**src/rtl/lcd_4bit_write_sequencer_top_assert.svh**
```systemverilog
// Assertion macros for the LCD 4-bit write sequencer.
`ifndef LCD_4BIT_WRITE_SEQUENCER_TOP_ASSERT_SVH
`define LCD_4BIT_WRITE_SEQUENCER_TOP_ASSERT_SVH
`ifndef SYNTHESIS
// cond must hold in the same cycle as trig
`define LCD4_ASSERT_SAME(label, clk, rst_n, trig, cond) \
  label: assert property (@(posedge clk) disable iff (!rst_n) (trig) |-> (cond)) \
    else $error("lcd4 assertion failed");
// cond must hold in the cycle after trig
`define LCD4_ASSERT_NEXT(label, clk, rst_n, trig, cond) \
  label: assert property (@(posedge clk) disable iff (!rst_n) (trig) |=> (cond)) \
    else $error("lcd4 assertion failed");
`else
`define LCD4_ASSERT_SAME(label, clk, rst_n, trig, cond)
`define LCD4_ASSERT_NEXT(label, clk, rst_n, trig, cond)
`endif
`endif

```
**src/rtl/lcd4_pkg.sv**
```systemverilog
// Shared types, codes and the access sequence table of the LCD 4-bit write sequencer.
package lcd4_pkg;

  localparam int unsigned QUEUE_DEPTH = 2;
  localparam int unsigned STEP_W      = 4;

  localparam logic [7:0] BIT_E    = 8'h80;
  localparam logic [7:0] BIT_RD   = 8'h40;
  localparam logic [7:0] BIT_RS   = 8'h20;
  localparam logic [7:0] BIT_BUSY = 8'h08;
  localparam logic [7:0] NIB_HI   = 8'hf0;
  localparam logic [7:0] NIB_LO   = 8'h0f;
  localparam logic [7:0] DIR_POLL = 8'hf7;
  localparam logic [7:0] DIR_OUT  = 8'hff;

  typedef enum logic [1:0] {
    CMD_INS_FULL = 2'd0,
    CMD_INS_HIGH = 2'd1,
    CMD_CHAR     = 2'd2,
    CMD_READ     = 2'd3
  } cmd_e;

  typedef enum logic [1:0] {
    ACC_PORT = 2'd0,
    ACC_DIR  = 2'd1,
    ACC_READ = 2'd2
  } acc_e;

  typedef enum logic [1:0] {
    JOB_POLL      = 2'd0,
    JOB_RETRY     = 2'd1,
    JOB_SEND_FULL = 2'd2,
    JOB_SEND_HIGH = 2'd3
  } job_kind_e;

  typedef struct packed {
    cmd_e       command;
    logic [7:0] byte_value;
    logic [7:0] port_read;
  } req_t;

  typedef struct packed {
    acc_e       access;
    logic [7:0] port_value;
    logic       last;
  } acc_t;

  typedef struct packed {
    job_kind_e  kind;
    logic [7:0] data;
    logic       rs;
  } job_t;

  // One port access of a job at a given step.
  function automatic acc_t job_beat(job_t job, logic [STEP_W-1:0] step);
    acc_t       beat;
    logic [7:0] rs;
    logic [7:0] hi;
    logic [7:0] lo;
    beat.access     = ACC_PORT;
    beat.port_value = 8'h00;
    beat.last       = 1'b0;
    rs = job.rs ? BIT_RS : 8'h00;
    hi = ((job.data & NIB_HI) >> 4) | rs;
    lo = (job.data & NIB_LO) | rs;
    case (job.kind)
      JOB_POLL: begin
        case (step)
          4'd0: begin
            beat.access     = ACC_DIR;
            beat.port_value = DIR_POLL;
          end
          4'd1: beat.port_value = BIT_RD;
          4'd2: beat.port_value = BIT_RD | BIT_E;
          default: begin
            beat.access = ACC_READ;
            beat.last   = 1'b1;
          end
        endcase
      end
      JOB_RETRY: begin
        case (step)
          4'd0, 4'd2: beat.port_value = BIT_RD;
          4'd1, 4'd3: beat.port_value = BIT_RD | BIT_E;
          default: begin
            beat.access = ACC_READ;
            beat.last   = 1'b1;
          end
        endcase
      end
      default: begin
        case (step)
          4'd0, 4'd2: beat.port_value = BIT_RD;
          4'd1:       beat.port_value = BIT_RD | BIT_E;
          4'd3: begin
            beat.access     = ACC_DIR;
            beat.port_value = DIR_OUT;
          end
          4'd4: beat.port_value = hi;
          4'd5: beat.port_value = hi | BIT_E;
          4'd6: begin
            beat.port_value = hi;
            beat.last       = (job.kind == JOB_SEND_HIGH);
          end
          4'd7: beat.port_value = lo;
          4'd8: beat.port_value = lo | BIT_E;
          default: begin
            beat.port_value = lo;
            beat.last       = 1'b1;
          end
        endcase
      end
    endcase
    return beat;
  endfunction

endpackage

```
**src/rtl/lcd4_stream_if.sv**
```systemverilog
// Valid/ready channel carrying one word of a packed payload type.
interface lcd4_stream_if #(
  parameter type T = logic [7:0]
);
  logic valid;
  logic ready;
  T     data;

  modport source (output valid, output data, input ready);
  modport sink   (input valid, input data, output ready);
endinterface

```
**src/rtl/lcd4_front.sv**
```systemverilog
// Request front end: tracks the busy poll and turns requests into access jobs.
module lcd4_front (
  input  logic                clk_i,
  input  logic                rst_ni,
  lcd4_stream_if.sink         req_i,
  input  logic                q_ready_i,
  output logic                q_push_o,
  output lcd4_pkg::job_t      q_job_o
);

  logic           polling_q, polling_d;
  logic [7:0]     pending_byte_q, pending_byte_d;
  lcd4_pkg::cmd_e pending_kind_q, pending_kind_d;
  logic           accept;
  logic           is_read;

  assign req_i.ready = q_ready_i;
  assign accept      = req_i.valid && q_ready_i;
  assign is_read     = (req_i.data.command == lcd4_pkg::CMD_READ);

  always_comb begin
    polling_d      = polling_q;
    pending_byte_d = pending_byte_q;
    pending_kind_d = pending_kind_q;
    q_push_o       = 1'b0;
    q_job_o.kind   = lcd4_pkg::JOB_POLL;
    q_job_o.data   = pending_byte_q;
    q_job_o.rs     = (pending_kind_q == lcd4_pkg::CMD_CHAR);
    if (accept) begin
      if (!is_read && !polling_q) begin
        pending_byte_d = req_i.data.byte_value;
        pending_kind_d = req_i.data.command;
        polling_d      = 1'b1;
        q_push_o       = 1'b1;
      end else if (is_read && polling_q) begin
        q_push_o = 1'b1;
        if ((req_i.data.port_read & lcd4_pkg::BIT_BUSY) != 8'h00) begin
          q_job_o.kind = lcd4_pkg::JOB_RETRY;
        end else begin
          polling_d    = 1'b0;
          q_job_o.kind = (pending_kind_q == lcd4_pkg::CMD_INS_HIGH) ?
                         lcd4_pkg::JOB_SEND_HIGH : lcd4_pkg::JOB_SEND_FULL;
        end
      end
      // drop requests during a poll and stray reads
    end
  end

  always_ff @(posedge clk_i or negedge rst_ni) begin
    if (!rst_ni) begin
      polling_q      <= 1'b0;
      pending_byte_q <= 8'h00;
      pending_kind_q <= lcd4_pkg::CMD_INS_FULL;
    end else begin
      polling_q      <= polling_d;
      pending_byte_q <= pending_byte_d;
      pending_kind_q <= pending_kind_d;
    end
  end

endmodule

```
**src/rtl/lcd4_job_queue.sv**
```systemverilog
// Short job queue between the front end and the access sequencer.
module lcd4_job_queue #(
  parameter int unsigned DEPTH = lcd4_pkg::QUEUE_DEPTH
) (
  input  logic           clk_i,
  input  logic           rst_ni,
  input  logic           push_i,
  input  lcd4_pkg::job_t push_job_i,
  output logic           push_ready_o,
  input  logic           pop_i,
  output logic           head_valid_o,
  output lcd4_pkg::job_t head_job_o
);

  localparam int unsigned PtrW = (DEPTH > 1) ? $clog2(DEPTH) : 1;
  localparam int unsigned CntW = $clog2(DEPTH + 1);

  lcd4_pkg::job_t entries_q [DEPTH];
  logic [PtrW-1:0] wr_ptr_q, rd_ptr_q;
  logic [CntW-1:0] count_q;

  assign push_ready_o = (count_q != CntW'(DEPTH));
  assign head_valid_o = (count_q != '0);
  assign head_job_o   = entries_q[rd_ptr_q];

  always_ff @(posedge clk_i) begin
    if (push_i) begin
      entries_q[wr_ptr_q] <= push_job_i;
    end
  end

  always_ff @(posedge clk_i or negedge rst_ni) begin
    if (!rst_ni) begin
      wr_ptr_q <= '0;
      rd_ptr_q <= '0;
      count_q  <= '0;
    end else begin
      if (push_i) begin
        wr_ptr_q <= (wr_ptr_q == PtrW'(DEPTH - 1)) ? '0 : wr_ptr_q + 1'b1;
      end
      if (pop_i) begin
        rd_ptr_q <= (rd_ptr_q == PtrW'(DEPTH - 1)) ? '0 : rd_ptr_q + 1'b1;
      end
      if (push_i && !pop_i) begin
        count_q <= count_q + 1'b1;
      end else if (pop_i && !push_i) begin
        count_q <= count_q - 1'b1;
      end
    end
  end

endmodule

```
**src/rtl/lcd4_sequencer.sv**
```systemverilog
// Back end: steps through the port accesses of each job into an output register.
module lcd4_sequencer (
  input  logic           clk_i,
  input  logic           rst_ni,
  input  logic           head_valid_i,
  input  lcd4_pkg::job_t head_job_i,
  output logic           pop_o,
  lcd4_stream_if.source  acc_o
);

  logic [lcd4_pkg::STEP_W-1:0] step_q, step_d;
  logic                        out_valid_q, out_valid_d;
  lcd4_pkg::acc_t              out_q;
  lcd4_pkg::acc_t              beat;
  logic                        load;

  assign beat = lcd4_pkg::job_beat(head_job_i, step_q);
  // refill the output word when it is empty or being taken
  assign load = !out_valid_q || acc_o.ready;
  assign pop_o = load && head_valid_i && beat.last;

  always_comb begin
    step_d      = step_q;
    out_valid_d = out_valid_q;
    if (load) begin
      out_valid_d = head_valid_i;
      if (head_valid_i) begin
        step_d = beat.last ? '0 : step_q + 1'b1;
      end
    end
  end

  always_ff @(posedge clk_i or negedge rst_ni) begin
    if (!rst_ni) begin
      step_q      <= '0;
      out_valid_q <= 1'b0;
    end else begin
      step_q      <= step_d;
      out_valid_q <= out_valid_d;
    end
  end

  always_ff @(posedge clk_i) begin
    if (load && head_valid_i) begin
      out_q <= beat;
    end
  end

  assign acc_o.valid = out_valid_q;
  assign acc_o.data  = out_q;

endmodule

```
**src/rtl/lcd_4bit_write_sequencer_top.sv**
```systemverilog
// Top level of the LCD 4-bit write sequencer: front end, job queue and access sequencer.
//
//   channel  dir  word                               handshake
//   req_i    in   command, byte_value, port_read     valid/ready
//   acc_o    out  access, port_value, last           valid/ready
//
// A request is taken whenever the job queue has room; it yields
// 0, 4, 5, 7 or 10 port-access words, one per cycle while acc_o is ready, from the
// sequencer's output register, so a job's length in words sets the sustained rate.
// Reset clears the poll state, the queue count and the output valid flag at once.
// A stall on acc_o holds the current word; the queue lets requests keep
// arriving until it fills, and then req_i.ready drops.
`include "lcd_4bit_write_sequencer_top_assert.svh"

module lcd_4bit_write_sequencer_top #(
  parameter int unsigned QueueDepth = lcd4_pkg::QUEUE_DEPTH
) (
  input  logic          clk_i,
  input  logic          rst_ni,
  lcd4_stream_if.sink   req_i,
  lcd4_stream_if.source acc_o
);

  logic           q_push;
  logic           q_ready;
  lcd4_pkg::job_t q_job;
  logic           q_pop;
  logic           head_valid;
  lcd4_pkg::job_t head_job;

  lcd4_front u_front (
    .clk_i     (clk_i),
    .rst_ni    (rst_ni),
    .req_i     (req_i),
    .q_ready_i (q_ready),
    .q_push_o  (q_push),
    .q_job_o   (q_job)
  );

  lcd4_job_queue #(
    .DEPTH (QueueDepth)
  ) u_queue (
    .clk_i        (clk_i),
    .rst_ni       (rst_ni),
    .push_i       (q_push),
    .push_job_i   (q_job),
    .push_ready_o (q_ready),
    .pop_i        (q_pop),
    .head_valid_o (head_valid),
    .head_job_o   (head_job)
  );

  lcd4_sequencer u_seq (
    .clk_i        (clk_i),
    .rst_ni       (rst_ni),
    .head_valid_i (head_valid),
    .head_job_i   (head_job),
    .pop_o        (q_pop),
    .acc_o        (acc_o)
  );

  `LCD4_ASSERT_SAME(a_push_has_room, clk_i, rst_ni, q_push, q_ready)
  `LCD4_ASSERT_SAME(a_pop_has_head, clk_i, rst_ni, q_pop, head_valid)
  `LCD4_ASSERT_SAME(a_read_ends_job, clk_i, rst_ni,
    acc_o.valid && acc_o.data.access == lcd4_pkg::ACC_READ, acc_o.data.last)
  `LCD4_ASSERT_SAME(a_dir_values, clk_i, rst_ni,
    acc_o.valid && acc_o.data.access == lcd4_pkg::ACC_DIR,
    acc_o.data.port_value == lcd4_pkg::DIR_POLL || acc_o.data.port_value == lcd4_pkg::DIR_OUT)

endmodule

```
**src/flat_wrapper.sv**
```systemverilog
// flat-port wrapper written by rule: the top's interface ports become plain ports
module lcd_4bit_write_sequencer_top_flat 
#(
  parameter int unsigned QueueDepth = lcd4_pkg::QUEUE_DEPTH
)
  (clk_i, rst_ni, req_i_valid, req_i_data, req_i_ready, acc_o_valid, acc_o_data, acc_o_ready);
  lcd4_stream_if #(.T(lcd4_pkg::req_t)) req_i_i ();
  lcd4_stream_if #(.T(lcd4_pkg::acc_t)) acc_o_i ();
  input  logic clk_i;
  input  logic rst_ni;
  input wire logic [$bits(req_i_i.valid)-1:0] req_i_valid;
  input wire logic [$bits(req_i_i.data)-1:0] req_i_data;
  output wire logic [$bits(req_i_i.ready)-1:0] req_i_ready;
  output wire logic [$bits(acc_o_i.valid)-1:0] acc_o_valid;
  output wire logic [$bits(acc_o_i.data)-1:0] acc_o_data;
  input wire logic [$bits(acc_o_i.ready)-1:0] acc_o_ready;
  assign req_i_i.valid = req_i_valid;
  assign req_i_i.data = req_i_data;
  assign req_i_ready = req_i_i.ready;
  assign acc_o_valid = acc_o_i.valid;
  assign acc_o_data = acc_o_i.data;
  assign acc_o_i.ready = acc_o_ready;
  lcd_4bit_write_sequencer_top #(.QueueDepth(QueueDepth)) u_core (.clk_i(clk_i), .rst_ni(rst_ni), .req_i(req_i_i), .acc_o(acc_o_i));
endmodule
```
**config.mk**
```make
export PLATFORM = sky130hd
export DESIGN_NAME = lcd_4bit_write_sequencer_top_flat
export DESIGN_NICKNAME = d
export VERILOG_FILES = /design/src/rtl/lcd4_pkg.sv /design/src/rtl/lcd4_stream_if.sv /design/src/rtl/lcd4_front.sv /design/src/rtl/lcd4_job_queue.sv /design/src/rtl/lcd4_sequencer.sv /design/src/rtl/lcd_4bit_write_sequencer_top.sv /design/src/flat_wrapper.sv
export VERILOG_INCLUDE_DIRS = /design/src /design/src/rtl
export SDC_FILE = /design/constraint.sdc
export NUM_CORES = 1
export LEC_CHECK = 0
export ABC_AREA = 1
export ABC_CLOCK_PERIOD_IN_PS = 6700
export BUFFER_PORTS_ARGS = -buffer_cell sky130_fd_sc_hd__buf_2
export CELL_PAD_IN_SITES_DETAIL_PLACEMENT = 1
export CELL_PAD_IN_SITES_GLOBAL_PLACEMENT = 1
export CORE_MARGIN = 2
export CORE_UTILIZATION = 45
export DETAILED_ROUTE_END_ITERATION = 8
export PLACE_DENSITY = 0.9
export SETUP_SLACK_MARGIN = 0.1
export SLEW_MARGIN = 10
export SYNTH_ARGS = -nofsm -noshare
export SYNTH_HDL_FRONTEND = slang
export SYNTH_SLANG_ARGS = --single-unit
```
**constraint.sdc**
```tcl
create_clock -name clk_i -period 6.7 [get_ports clk_i]
set_clock_uncertainty 0.15 [all_clocks]
set_input_delay 0.67 -clock clk_i [delete_from_list [all_inputs] [get_ports clk_i]]
set_output_delay 0.67 -clock clk_i [all_outputs]
set_load 0.05 [all_outputs]
```
=== Word-level counts from Yosys, hierarchy flattened ===
Memory sizes are Yosys's and may differ from the RTL's.
Cells that the tools add are included.

* Order comparisons: 0
* Bitwise operators: 2
* Equal/unequal tests: 15
* Divide/modulo/power cells: 0
* Add/sub/neg operators: 5
* Muxes and demuxes: 29
* Shift operators: 0
* $mul: 0
* Reductions and logical operators: 28

{| class="wikitable"
|+ Operators by type and width
! cell !! count
|-
| 8-bit case mux with 6 select lines || 1
|-
| 8-bit case mux with 3 select lines || 1
|-
| 11-bit case mux with 2 select lines || 1
|-
| 4-bit by 3-bit == test with 1-bit output, second input constant || 4
|-
| 4-bit by 8-bit bitwise OR with 8-bit output || 2
|-
| 8-bit case mux with 2 select lines || 1
|-
| 1-bit two-way mux || 14
|-
| 2-bit two-way mux || 7
|-
| 4-bit by 2-bit == test with 1-bit output, second input constant || 2
|-
| 2-bit OR reduction || 4
|-
| 8-bit OR reduction || 1
|-
| 1-bit logical AND || 7
|-
| 2-bit == test, second input constant || 3
|-
| 6-bit two-way mux || 1
|-
| 2-bit nonzero test || 3
|-
| 1-bit zero test || 5
|-
| 4-bit by 1-bit adder with 4-bit output, second input constant || 1
|-
| 2-bit by 1-bit == test with 1-bit output, second input constant || 2
|-
| 4-bit by 1-bit == test with 1-bit output, second input constant || 1
|-
| 4-bit == test, second input constant || 1
|-
| 4-bit zero test || 1
|-
| 4-bit two-way mux || 1
|-
| 2-bit case mux with 2 select lines || 1
|-
| 2-bit AND reduction || 2
|-
| other kinds (11) || 12
|}

* Bits in registers: 31
* Logic and storage cells: 91
* Bits in read-only memories: 0
* Output and inout bits: 13
* Input port bits: 22
* Bits in latches: 0
* Bits in writable memories: 22
* Memories kept: 1

{| class="wikitable"
|+ Memory list
! memory !! depth !! width !! rd ports !! clocked after Yosys merged registers in !! wr ports !! RTL line !! RTL
|-
| u_core.u_queue.entries_q || 2 || 11 || 1 || 0 || 1 || lcd4_job_queue.sv:18 || <nowiki>lcd4_pkg::job_t entries_q [DEPTH];</nowiki>
|}

=== Longest topological paths before layout ===
Gate-level depths: netlist of run 1.

* Depth after elaboration: 9
* Mapped depth: 15
* Depth with buffers taken out: 14

=== By module ===
From an unflattened synthesis of run 1, not the netlist that was laid out.

* Cells, all modules: 242
* Area total of the unflattened synthesis: 2585.0 um^2

{| class="wikitable"
|+ Modules (own cells, without submodules)
! module !! cells each !! sequential area each (um^2) !! area an instance (um^2) !! times used
|-
| lcd4_job_queue || 59 || 760.7 || 1036.0 || 1
|-
| lcd4_sequencer || 119 || 455.4 || 1017.2 || 1
|-
| lcd4_front || 64 || 275.3 || 531.8 || 1
|}

=== Least setup slack after synthesis of run 1 ===
Ideal clock, no wire load.

* Path kind: input to register
* Start point: input acc_o_ready
* End point: register u_core.u_queue.count_q[1]
* Path slack: 4.375 ns
* Arrival time: 2.051 ns
* Setup time: 0.124 ns
* Data required time: 6.426 ns
* Stages on the path: 9
* Buffers on the path: 0
* Cells stage by stage: inv_1 nand2_1 o21ai_2 clkinv_1 nand2_4 ha_1 a21oi_1 o21ai_0 xnor2_1

* Longest elaborated chain between the ends: 6
* Elaborated cells between the ends (all ways): 8
* Classes of those cells: mux (1); reduce/logical (7)

{| class="wikitable"
|+ Ends and longest elaborated chain
! what !! RTL line !! RTL
|-
| start: declaration || flat_wrapper.sv:16 || <nowiki>input wire logic [$bits(acc_o_i.ready)-1:0] acc_o_ready;</nowiki>
|-
| 1-bit logical OR (*) || lcd4_sequencer.sv:19 || <nowiki>assign load = !out_valid_q || acc_o.ready;</nowiki>
|-
| 1-bit logical AND (*) (2 in series) || lcd4_sequencer.sv:20 || <nowiki>assign pop_o = load && head_valid_i && beat.last;</nowiki>
|-
| 1-bit zero test || lcd4_job_queue.sv:44 || <nowiki>if (push_i && !pop_i) begin</nowiki>
|-
| 1-bit logical AND || lcd4_job_queue.sv:44 ||
|-
| 2-bit two-way mux / 2-bit nonzero test (equally long branches) || -- ||
|-
| end signal: assignment || lcd4_job_queue.sv:45 || <nowiki>count_q <= count_q + 1'b1;</nowiki>
|-
| end signal: assignment || lcd4_job_queue.sv:47 || <nowiki>count_q <= count_q - 1'b1;</nowiki>
|-
| end: declaration || lcd4_job_queue.sv:20 || <nowiki>logic [CntW-1:0] count_q;</nowiki>
|}

Mark *: on every way between the ends. The rest lies on a longest branch, timed or not.
A chain may end at the register's enable or synchronous reset.

==> metrics.yaml, run 1 <==
run_status:
  outcome: "finished, final reports clean"
finish:
  seq_area_um2: 1490
  drive_gt1_share_pct: 21.8
  nNetsFinal: 313
  mostFrequentLayoutCell: "nand2_1"
  n_antenna_cell: 0
  layout_common_cells: "nand2_1 (86), edfxtp_1 (33), buf_2 (27), inv_1 (23), dfrtp_1 (20)"
  synthToLayoutAreaGrowth_pct: 11.5
  design_area_um2: 2830
  fillCellCount: 644
  final_util_pct: 51.7
  multi_input_area_um2: 916
die:
  die_x_um: 79.1
  design.portCount: 35
  start_util_pct: 46.3
  die_h_um: 79.1
  dieArea_um2: 6250
  fp.coreArea_um2: 5470
  fp-row-count: 27
global_route:
  grt_pass1_wl_um: 8710
  grt_max_degree: 21
  antenna_found_initial: 0
  first_global_vias: 1884
  grt_use_total_pct: 18.2
  grt-ovfl-total: 0
sta:
  finalCriticalPeriod_ns: 2.62
  rsz0062_at_grt: "no"
  worst_pin_slew_ns: 0.963
  hold_viol: 0
  maxSlewViolCount: 0
  fin_setup_tns_ns: 0
  slew_headroom_pct: 35.5
  worst_slack_ns: 4.08
  setup_viol: 0
  period_share_pct: 39.1
  fmax_mhz: 382
yosys:
  synth_top_area_share_pct: 39.1
  synth.area.mux_share_pct: 4.00
  syn-instance-count: 254
  ys_seq_elements: 53
  synth_top_family_by_area: "simple AND/OR/NAND/NOR gates"
  ys_seq_area_share_pct: 58.8
  synth_area_leader_cell: "edfxtp_1"
  yosys.area_share.adder_pct: 3.46
  synth_xor_area_share_pct: 1.73
  ys_warn_count: 0
  syn_area_um2: 2530
  netlist-cell-type-count: 28
  postSynthAreaPerCell_um2: 9.98
  ys_top_cells_by_area: "edfxtp_1 (39%), dfrtp_1 (20%), nand2_1 (13%)"
  synth_compound_area_share_pct: 3.70
  yosys.area_share.simple_pct: 23.2
  syn-num-nets: 283
setup_path:
  cp-end-kind: "flip-flop"
  rr_startpoint: "u_core.u_queue.rd_ptr_q"
  crit_type: "reg -> reg"
  max_stage_delay_ns: 0.57
  worstPathRequired_ns: 6.74
  cp-startpoint: "u_core.u_queue.rd_ptr_q"
  crit_chain: "inv_2 > nand2_1 > nand2_2 > nand2_1 > nor2_2 > nor2_4 > nand2_4 > nand2_4 > ha_1 > a21oi_1 > o21ai_0 > xnor2_1"
  worst-path-max-fanout: 15
  crit_slowest_cell: "dfrtp_1"
  cp.arrival_ns: 2.66
  startpoint_type: "flip-flop"
flow_run:
  drv_cap: 0
routing:
  drc: 0
  routed_via_density: 4.96
  wire_per_inst_um: 14.2
  wl_um: 5070
  vias: 1770
  drt-initial-drc-count: 48
  firstDrtPassIters: 4
  ant_nets: 0
cts:
  cts.hold.buffers_added: 0
  insertion_delay_ns: 0.30
  clockRootBuffer: "clkbuf_8"
  cts.path.max_buffers: 2
  htreeDepth: 2
  cts_tree: "yes"
  postCtsSetupRepairBufs: 0
  postCtsResizedCells: 0
  clock_sinks: 53
  path_clk_slew_ns: 0.10
  cts_buffers: 5
placement:
  io_buffers: 27
  hpwlAfterDp_um: 3850
  dp_slack_ns: 3.93
  place_area_um2: 2730
  gp_congestion: 0.842
power:
  p_leak_uw: 0.00135
  power_density_nw_per_um2: 532
  vdd_drop_max_mv: 0.246
worst_hold_path:
  hp-class: "in -> async"
-- power breakdown --
part           internal [uW]  switching (uW)  total (uW)
combinational            212             504         716
clock                   75.7             110         186
sequential               521            81.6         603
-- critical path, delay by kind of cell (launching register included) --
kind	cells	cell delay [ns]
adder cells (fa/ha/maj)	1	0.34
XOR/XNOR	1	0.14
AO/OA/AOI/OAI	2	0.28
flip-flops	1	0.57
AND/OR/NAND/NOR	7	0.76
buffers and inverters	1	0.27
-- metal layers --
layer,part of all wire (%),GRT usage (%)
met1,41,20.3
met2,54,34.2
met3,4.1,3.86
met4,0.67,6.38
met5,0,0
-- synth_stat cells --
cell type  count
o221ai_1       1
nand2_4        3
ha_1           7
nand2_1       86
clkinv_1       1
dfrtp_1       20
nand4_1        3
nor2_1        14
nor2_2         4
nand3_2        1
o21ai_1        3
a21oi_1        4
nor4_1         2
nand2_2        4
xor2_1         3
o21ai_0        7
inv_1         23
buf_2          3
inv_2          3
nor2_4         2
edfxtp_1      33
o22ai_1        1
xnor2_1        2
mux2_2         9
nand3_1       12
buf_6          1
and2_1         1
o21ai_2        1
-- final cells by class --
cell class,count,share of cell area [%]
clock inverter,3,0.885
inverter,27,3.58
multi-input combinational,170,32.4
timing repair buffer,27,4.78
tap,72,3.19
clock buffer,5,2.43
sequential,53,52.7
-- registers in the layout (all words and copies together) (netlist names) --
signal                         count
u_core.u_queue.wr_ptr_q            1
u_core.u_front.pending_kind_q      2
u_core.u_queue.count_q             2
u_core.u_seq.acc_o.valid           1
u_core.u_front.pending_byte_q      8
u_core.u_queue.rd_ptr_q            1
u_core.u_front.polling_q           1
u_core.u_seq.step_q                4
u_core.u_seq.acc_o.data           11
u_core.u_queue.entries_q          22
-- final timing paths --
kind                                                    end  slack (ns)  cells past startpoint
setup / recovery                  u_core.u_queue.count_q[1]        4.08                     12
hold / removal             u_core.u_front.pending_byte_q[3]        0.15                      1
setup reg to reg                  u_core.u_queue.count_q[1]        4.08                     12
hold reg to reg              u_core.u_queue.entries_q[0][4]        0.33                      0
max in group asynchronous            u_core.u_seq.step_q[3]        5.94                      1
min in group clk_i           u_core.u_queue.entries_q[0][4]        0.33                      0
-- logic make-up (layout without fill, tap and decap cells) --
kind of cell    count (synthesis)  in the layout
compound gates                 17             17
xor+xnor                        5              5
fa+ha+maj                       7              7
buf+inv                        31             62
flops                          53             53
mux                             9              9
simple gates                  132            132
-- through the flow --
stage | total power [uW] | hold WS [ns] | std cells
2_1_floorplan | 1160 | 0.224 | 254
3_3_place_gp | 1280 | 0.295 | 349
3_5_place_dp | 1330 | 0.308 | 349
4_1_cts | 1520 | 0.149 | 357
5_1_grt | 1620 | 0.173 | 357
6_report | 1500 | 0.151 | 357
(Power assumes the default switching activity.)
==> run 2: changes to the inputs <==
- ABC_AREA: 1 -> 0
- ABC_CLOCK_PERIOD_IN_PS: 6700 -> 2400
- CORE_UTILIZATION: 45 -> 41
- PLACE_DENSITY: 0.9 -> 0.84
- clock period: 6.7 -> 2.4 ns (I/O delays scaled with it)
==> metrics.yaml, run 2 <==
routing:
  ant_nets: 0
  wire_per_inst_um: 14.7
  firstDrtPassIters: 4
  wl_um: 4440
  drt-initial-drc-count: 72
  vias: 1523
  drc: 0
  routed_via_density: 5.04
sta:
  maxSlewViolCount: 0
  rsz0062_at_grt: "yes"
  fmax_mhz: 436
  finalCriticalPeriod_ns: 2.30
  whs_ns: 0.0165
  period_share_pct: 95.6
  worst_pin_slew_ns: 0.512
  setup_viol: 0
  worst_slack_ns: 0.105
  hold_viol: 0
  slew_headroom_pct: 65.7
worst_hold_path:
  holdPathStages: 2
  hp-class: "in -> reg"
  hold_end: "u_core.u_front.pending_byte_q[5]"
  hold_start: "req_i_data[13]"
finish:
  seq_area_um2: 1490
  drive_gt1_share_pct: 36.5
  layout_common_cells: "edfxtp_1 (33), buf_2 (27), dfrtp_1 (18), buf_4 (17), nor2_1 (16)"
  multi_input_area_um2: 841
  fillCellCount: 574
  mostFrequentLayoutCell: "edfxtp_1"
  largest_reg_flops: 22
  regMostFlops: "u_core.u_queue.entries_q"
  fin_cells: 302
  n_antenna_cell: 0
  nNetsFinal: 258
  synthToLayoutAreaGrowth_pct: 25.4
  design_area_um2: 2920
setup_path:
  rr_worst_depth: 11
  r2r-end: "u_core.u_queue.count_q[1]"
  cp-end-kind: "flip-flop"
  crit_chain: "inv_4 > ha_4 > or3_4 > a2bb2oi_2 > o32a_2 > and2_4 > inv_2 > ha_4 > xor2_1 > nor2_1 > xor2_1"
  startpoint_type: "flip-flop"
  crit_family: "simple AND/OR/NAND/NOR gates"
  worst-path-max-fanout: 4
  cp.arrival_ns: 2.38
  crit_slowest_cell: "dfrtp_2"
  worstPathRequired_ns: 2.49
  worst-path-buf-inv: 2
  rr_startpoint: "u_core.u_seq.step_q[1]"
  reg2reg_setup_slack_ns: 0.10
  crit_type: "reg -> reg"
  max_stage_delay_ns: 0.47
global_route:
  grt_pass1_wl_um: 7600
  grt-ovfl-total: 0
  antenna_found_initial: 0
  grt_use_total_pct: 15.9
  grt_max_degree: 21
  first_global_vias: 1620
cts:
  clockRootBuffer: "clkbuf_8"
  path_clk_slew_ns: 0.10
  htreeDepth: 2
  insertion_delay_ns: 0.31
  cts_tree: "yes"
  clock_sinks: 53
  cts.path.max_buffers: 2
  cts_buffers: 5
flow_run:
  drv_cap: 0
die:
  die_x_um: 79.4
  dieArea_um2: 6300
  die_h_um: 79.4
  design.portCount: 35
  start_util_pct: 42.3
  fp-row-count: 27
  fp.coreArea_um2: 5510
power:
  p_sw_share_pct: 40.3
  power_frac_seq_pct: 41.0
  power_density_nw_per_um2: 1370
  p_leak_uw: 0.00122
  p_comb_share_pct: 45.8
  p_clk_share_pct: 13.2
  vdd_drop_max_mv: 0.563
  p_sw_uw: 1610
  p_int_uw: 2380
  totalPowerFinal_uw: 3990
yosys:
  ys_seq_area_share_pct: 64.0
  ys_top_cells_by_count: "edfxtp_1 (33), dfrtp_1 (20), nor2_1 (17)"
  synth_most_common_cell: "edfxtp_1"
  ys.flop_type: "edfxtp_1"
  ys_warn_count: 0
  postSynthAreaPerCell_um2: 13.4
  syn-num-nets: 203
  synth_edf_count: 33
  netlist-cell-type-count: 33
  ys_top_cells_by_area: "edfxtp_1 (43%), dfrtp_1 (21%), mux2i_1 (5.2%)"
  async_flop_share_pct: 37.7
  synth_top_area_share_pct: 42.5
  ys_seq_elements: 53
  syn-instance-count: 174
  synth_area_leader_cell: "edfxtp_1"
  syn_area_um2: 2330
placement:
  io_buffers: 27
  place_area_um2: 2640
  dpl.cell_count: 282
  gp_congestion: 0.796
  dp_slack_ns: -0.0624
  hpwlAfterDp_um: 3170
run_status:
  outcome: "finished, final reports clean"
-- run 2: through the flow --
stage / TNS (ns) / util (%)
after floorplan: 0 / -
after global placement: 0 / 48.0
after detailed placement: -0.0624 / 48.0
after global routing: -0.0110 / 53.1
after CTS: 0 / 53.1
final: 0 / 53.1
-- run 2: worst max path at each step --
stage / from / endpoint / slack, ns / cells past startpoint
floorplan: u_core.u_seq.step_q[0] / u_core.u_queue.count_q[1] / 0.0002 / 11
global placement: u_core.u_seq.step_q[0] / u_core.u_queue.count_q[1] / 0.01 / 11
detailed placement: u_core.u_seq.step_q[0] / u_core.u_queue.count_q[1] / -0.06 / 11
CTS: u_core.u_seq.step_q[1] / u_core.u_queue.count_q[1] / 0.06 / 11
global route: u_core.u_seq.step_q[1] / u_core.u_queue.count_q[1] / -0.01 / 11
finish: u_core.u_seq.step_q[1] / u_core.u_queue.count_q[1] / 0.10 / 11
-- run 2: final cells by class --
type                       instances  share of cell area [%]
sequential                        53                    51.1
multi-input combinational        104                    28.8
timing repair buffer              53                    12.1
tap                               72                    3.08
clock buffer                       5                    2.35
inverter                          12                    1.71
clock inverter                     3                   0.899
-- run 2: repair_timing --
action                     in CTS  in global routing
setup endpoints to repair       2                  2
hold buffers                    9                  0
setup buffers                   3                  0
hold endpoints to repair       28                  0
gates cloned                    0                  0
pin swaps                       9                  1
resized for setup              17                  1
-- run 2: power groups by stage --
stage               registers (uW)  clock network, uW  logic, uW
floorplan                     1950                  0        923
global placement              1620                  0       1660
detailed placement            1640                  0       1730
CTS                           1640                546       1840
global route                  1680                580       2000
finish                        1640                528       1830
-- run 2: kinds of logic after synthesis --
group | synth area share, %
simple gates | 8.11
fa+ha+maj | 3.76
mux | 9.98
compound gates | 8.05
flops | 64.0
buf+inv | 3.49
xor+xnor | 2.63
-- run 2: metal layers --
layer	track usage, %	vias up	wire length, um
met3	3.28	7	162
met5	0	-	0
met2	27.8	32	2300
met4	6.38	0	82
met1	19.1	745	1890
li1	-	739	-
-- run 2: worst reg2reg max path: stages (launching register included) --
cell and delay (ns):
dfrtp_2 0.47, inv_4 0.07, ha_4 0.17, or3_4 0.39, a2bb2oi_2 0.12, o32a_2 0.15
and2_4 0.14, inv_2 0.04, ha_4 0.14, xor2_1 0.13, nor2_1 0.11, xor2_1 0.14
==> run 3: changes to the inputs <==
- CORE_UTILIZATION: 41 -> 27
- PLACE_DENSITY: 0.84 -> 0.63
==> metrics.yaml, run 3 (same netlist as run 2, synthesis figures left out) <==
run_status:
  outcome: "finished, final reports clean"
routing:
  drt-initial-drc-count: 39
  wire_per_inst_um: 13.2
  ant_nets: 0
  dr_wl_met3_um: 171
  firstDrtPassIters: 4
  top_layer_used: "met4"
  drc: 0
  vias: 1488
  routed-wl-met2_um: 2120
  wl_met1_um: 2080
  routed_via_density: 4.42
  wl_um: 4450
finish:
  seq_area_um2: 1490
  multi_input_area_um2: 856
  fin_cells: 337
  nNetsFinal: 260
  largest_reg_flops: 22
  synthToLayoutAreaGrowth_pct: 28.7
  drive_gt1_share_pct: 37.1
  mostFrequentLayoutCell: "edfxtp_1"
  layout_common_cells: "edfxtp_1 (33), buf_2 (27), buf_4 (18), dfrtp_1 (18), nor2_1 (16)"
  fillCellCount: 910
  n_antenna_cell: 0
  regMostFlops: "u_core.u_queue.entries_q"
worst_hold_path:
  hp-class: "in -> reg"
  holdPathStages: 2
  hold_start: "req_i_data[16]"
  hold_end: "u_core.u_front.pending_kind_q[0]"
global_route:
  antenna_found_initial: 0
  grt_pass1_wl_um: 7730
  grt_max_degree: 21
  first_global_vias: 1613
  grt_use_total_pct: 10.2
  grt-ovfl-total: 0
die:
  dieArea_um2: 9390
  die_h_um: 96.9
  fp.coreArea_um2: 8300
  design.portCount: 35
  die_x_um: 96.9
  fp-row-count: 33
  start_util_pct: 28.1
power:
  p_leak_uw: 0.00123
  power_density_nw_per_um2: 1350
  vdd_drop_max_mv: 0.423
setup_path:
  startpoint_type: "flip-flop"
  cp-end-kind: "flip-flop"
  cp.arrival_ns: 2.42
  worstPathRequired_ns: 2.50
  worst-path-max-fanout: 4
  reg2reg_setup_slack_ns: 0.08
  crit_type: "reg -> reg"
  rr_startpoint: "u_core.u_seq.step_q[1]"
  r2r-end: "u_core.u_queue.count_q[1]"
  rr_worst_depth: 11
sta:
  worst_pin_slew_ns: 0.631
  setup_viol: 0
  rsz0062_at_grt: "yes"
  worst_slack_ns: 0.0788
  maxSlewViolCount: 0
  slew_headroom_pct: 57.8
  period_share_pct: 96.7
  finalCriticalPeriod_ns: 2.32
  hold_viol: 0
  fmax_mhz: 431
placement:
  hpwlAfterDp_um: 3200
  dp_slack_ns: -0.0769
  io_buffers: 27
  dpl.cell_count: 316
  gp_congestion: 0.737
cts:
  insertion_delay_ns: 0.31
  htreeDepth: 2
  cts.path.max_buffers: 2
  cts_buffers: 5
  clock_sinks: 53
  cts_tree: "yes"
  path_clk_slew_ns: 0.10
  clockRootBuffer: "clkbuf_8"
flow_run:
  drv_cap: 0
## run 3: cell types whose count changed in the layout (fill, tap and decap cells not counted), sizes merged
cell / previous run / this run
dlygate4sd3: 9 / 10
clkinv: 0 / 1
inv: 15 / 14
buf: 44 / 45
## run 3: worst max-delay path, stage by stage (launching register included)
cell	delay, ns
dfrtp_2	0.47
inv_4	0.07
ha_4	0.16
or3_4	0.39
a2bb2oi_2	0.13
o32a_2	0.16
and2_4	0.14
inv_2	0.04
ha_4	0.14
xor2_1	0.13
nor2_1	0.12
xor2_1	0.15
## run 3: repair_timing
action / CTS / global route
buffers inserted: 3 / 0
gates resized for setup: 18 / 1
hold buffers: 10 / 0
pin swaps: 8 / 1
endpoints found under the setup margin: 2 / 1
hold endpoints to repair: 29 / 0
## run 3: power by group
part	total [uW]	internal [uW]	leakage, uW	switching, uW
sequential	1640	1430	0.000550	203
clock	541	219	0.0000506	322
combinational	1860	754	0.000627	1110
## run 3: worst max-delay path by stage
stage / start / endpoint / slack [ns] / cells past startpoint
global placement: u_core.u_seq.step_q[0] / u_core.u_queue.count_q[1] / -0.02 / 11
CTS: u_core.u_seq.step_q[1] / u_core.u_queue.count_q[1] / 0.06 / 11
detailed placement: u_core.u_seq.step_q[0] / u_core.u_queue.count_q[1] / -0.08 / 11
floorplan: u_core.u_seq.step_q[0] / u_core.u_queue.count_q[1] / 0.0002 / 11
global route: u_core.u_seq.step_q[1] / u_core.u_queue.count_q[1] / -0.05 / 11
finish: u_core.u_seq.step_q[1] / u_core.u_queue.count_q[1] / 0.08 / 11
## run 3: metal layers
layer | track usage, % | vias to the layer above
met4 | 3.90 | 0
met3 | 2.53 | 8
met1 | 13.4 | 715
met2 | 16.1 | 29
li1 | - | 736
met5 | 0 | -
## run 3: cell type report
class | count | share of cell area, %
sequential | 53 | 49.8
multi-input combinational | 104 | 28.5
timing repair buffer | 55 | 12.3
tap | 105 | 4.38
clock buffer | 5 | 2.29
inverter | 12 | 1.67
clock inverter | 3 | 0.960
## run 3: stage by stage
step                util [%]  hold WS [ns]  TNS (ns)  total power (uW)  area, um2
detailed placement      32.4        0.0771   -0.0769              3390       2690
finish                  36.1        0.0159         0              4040       3000
CTS                     36.0       0.00372         0              4080       2990
floorplan                  -        -0.206         0              2870       2350
global route            36.1        0.0169   -0.0466              4340       3000
global placement        32.4        0.0790   -0.0193              3330       2690
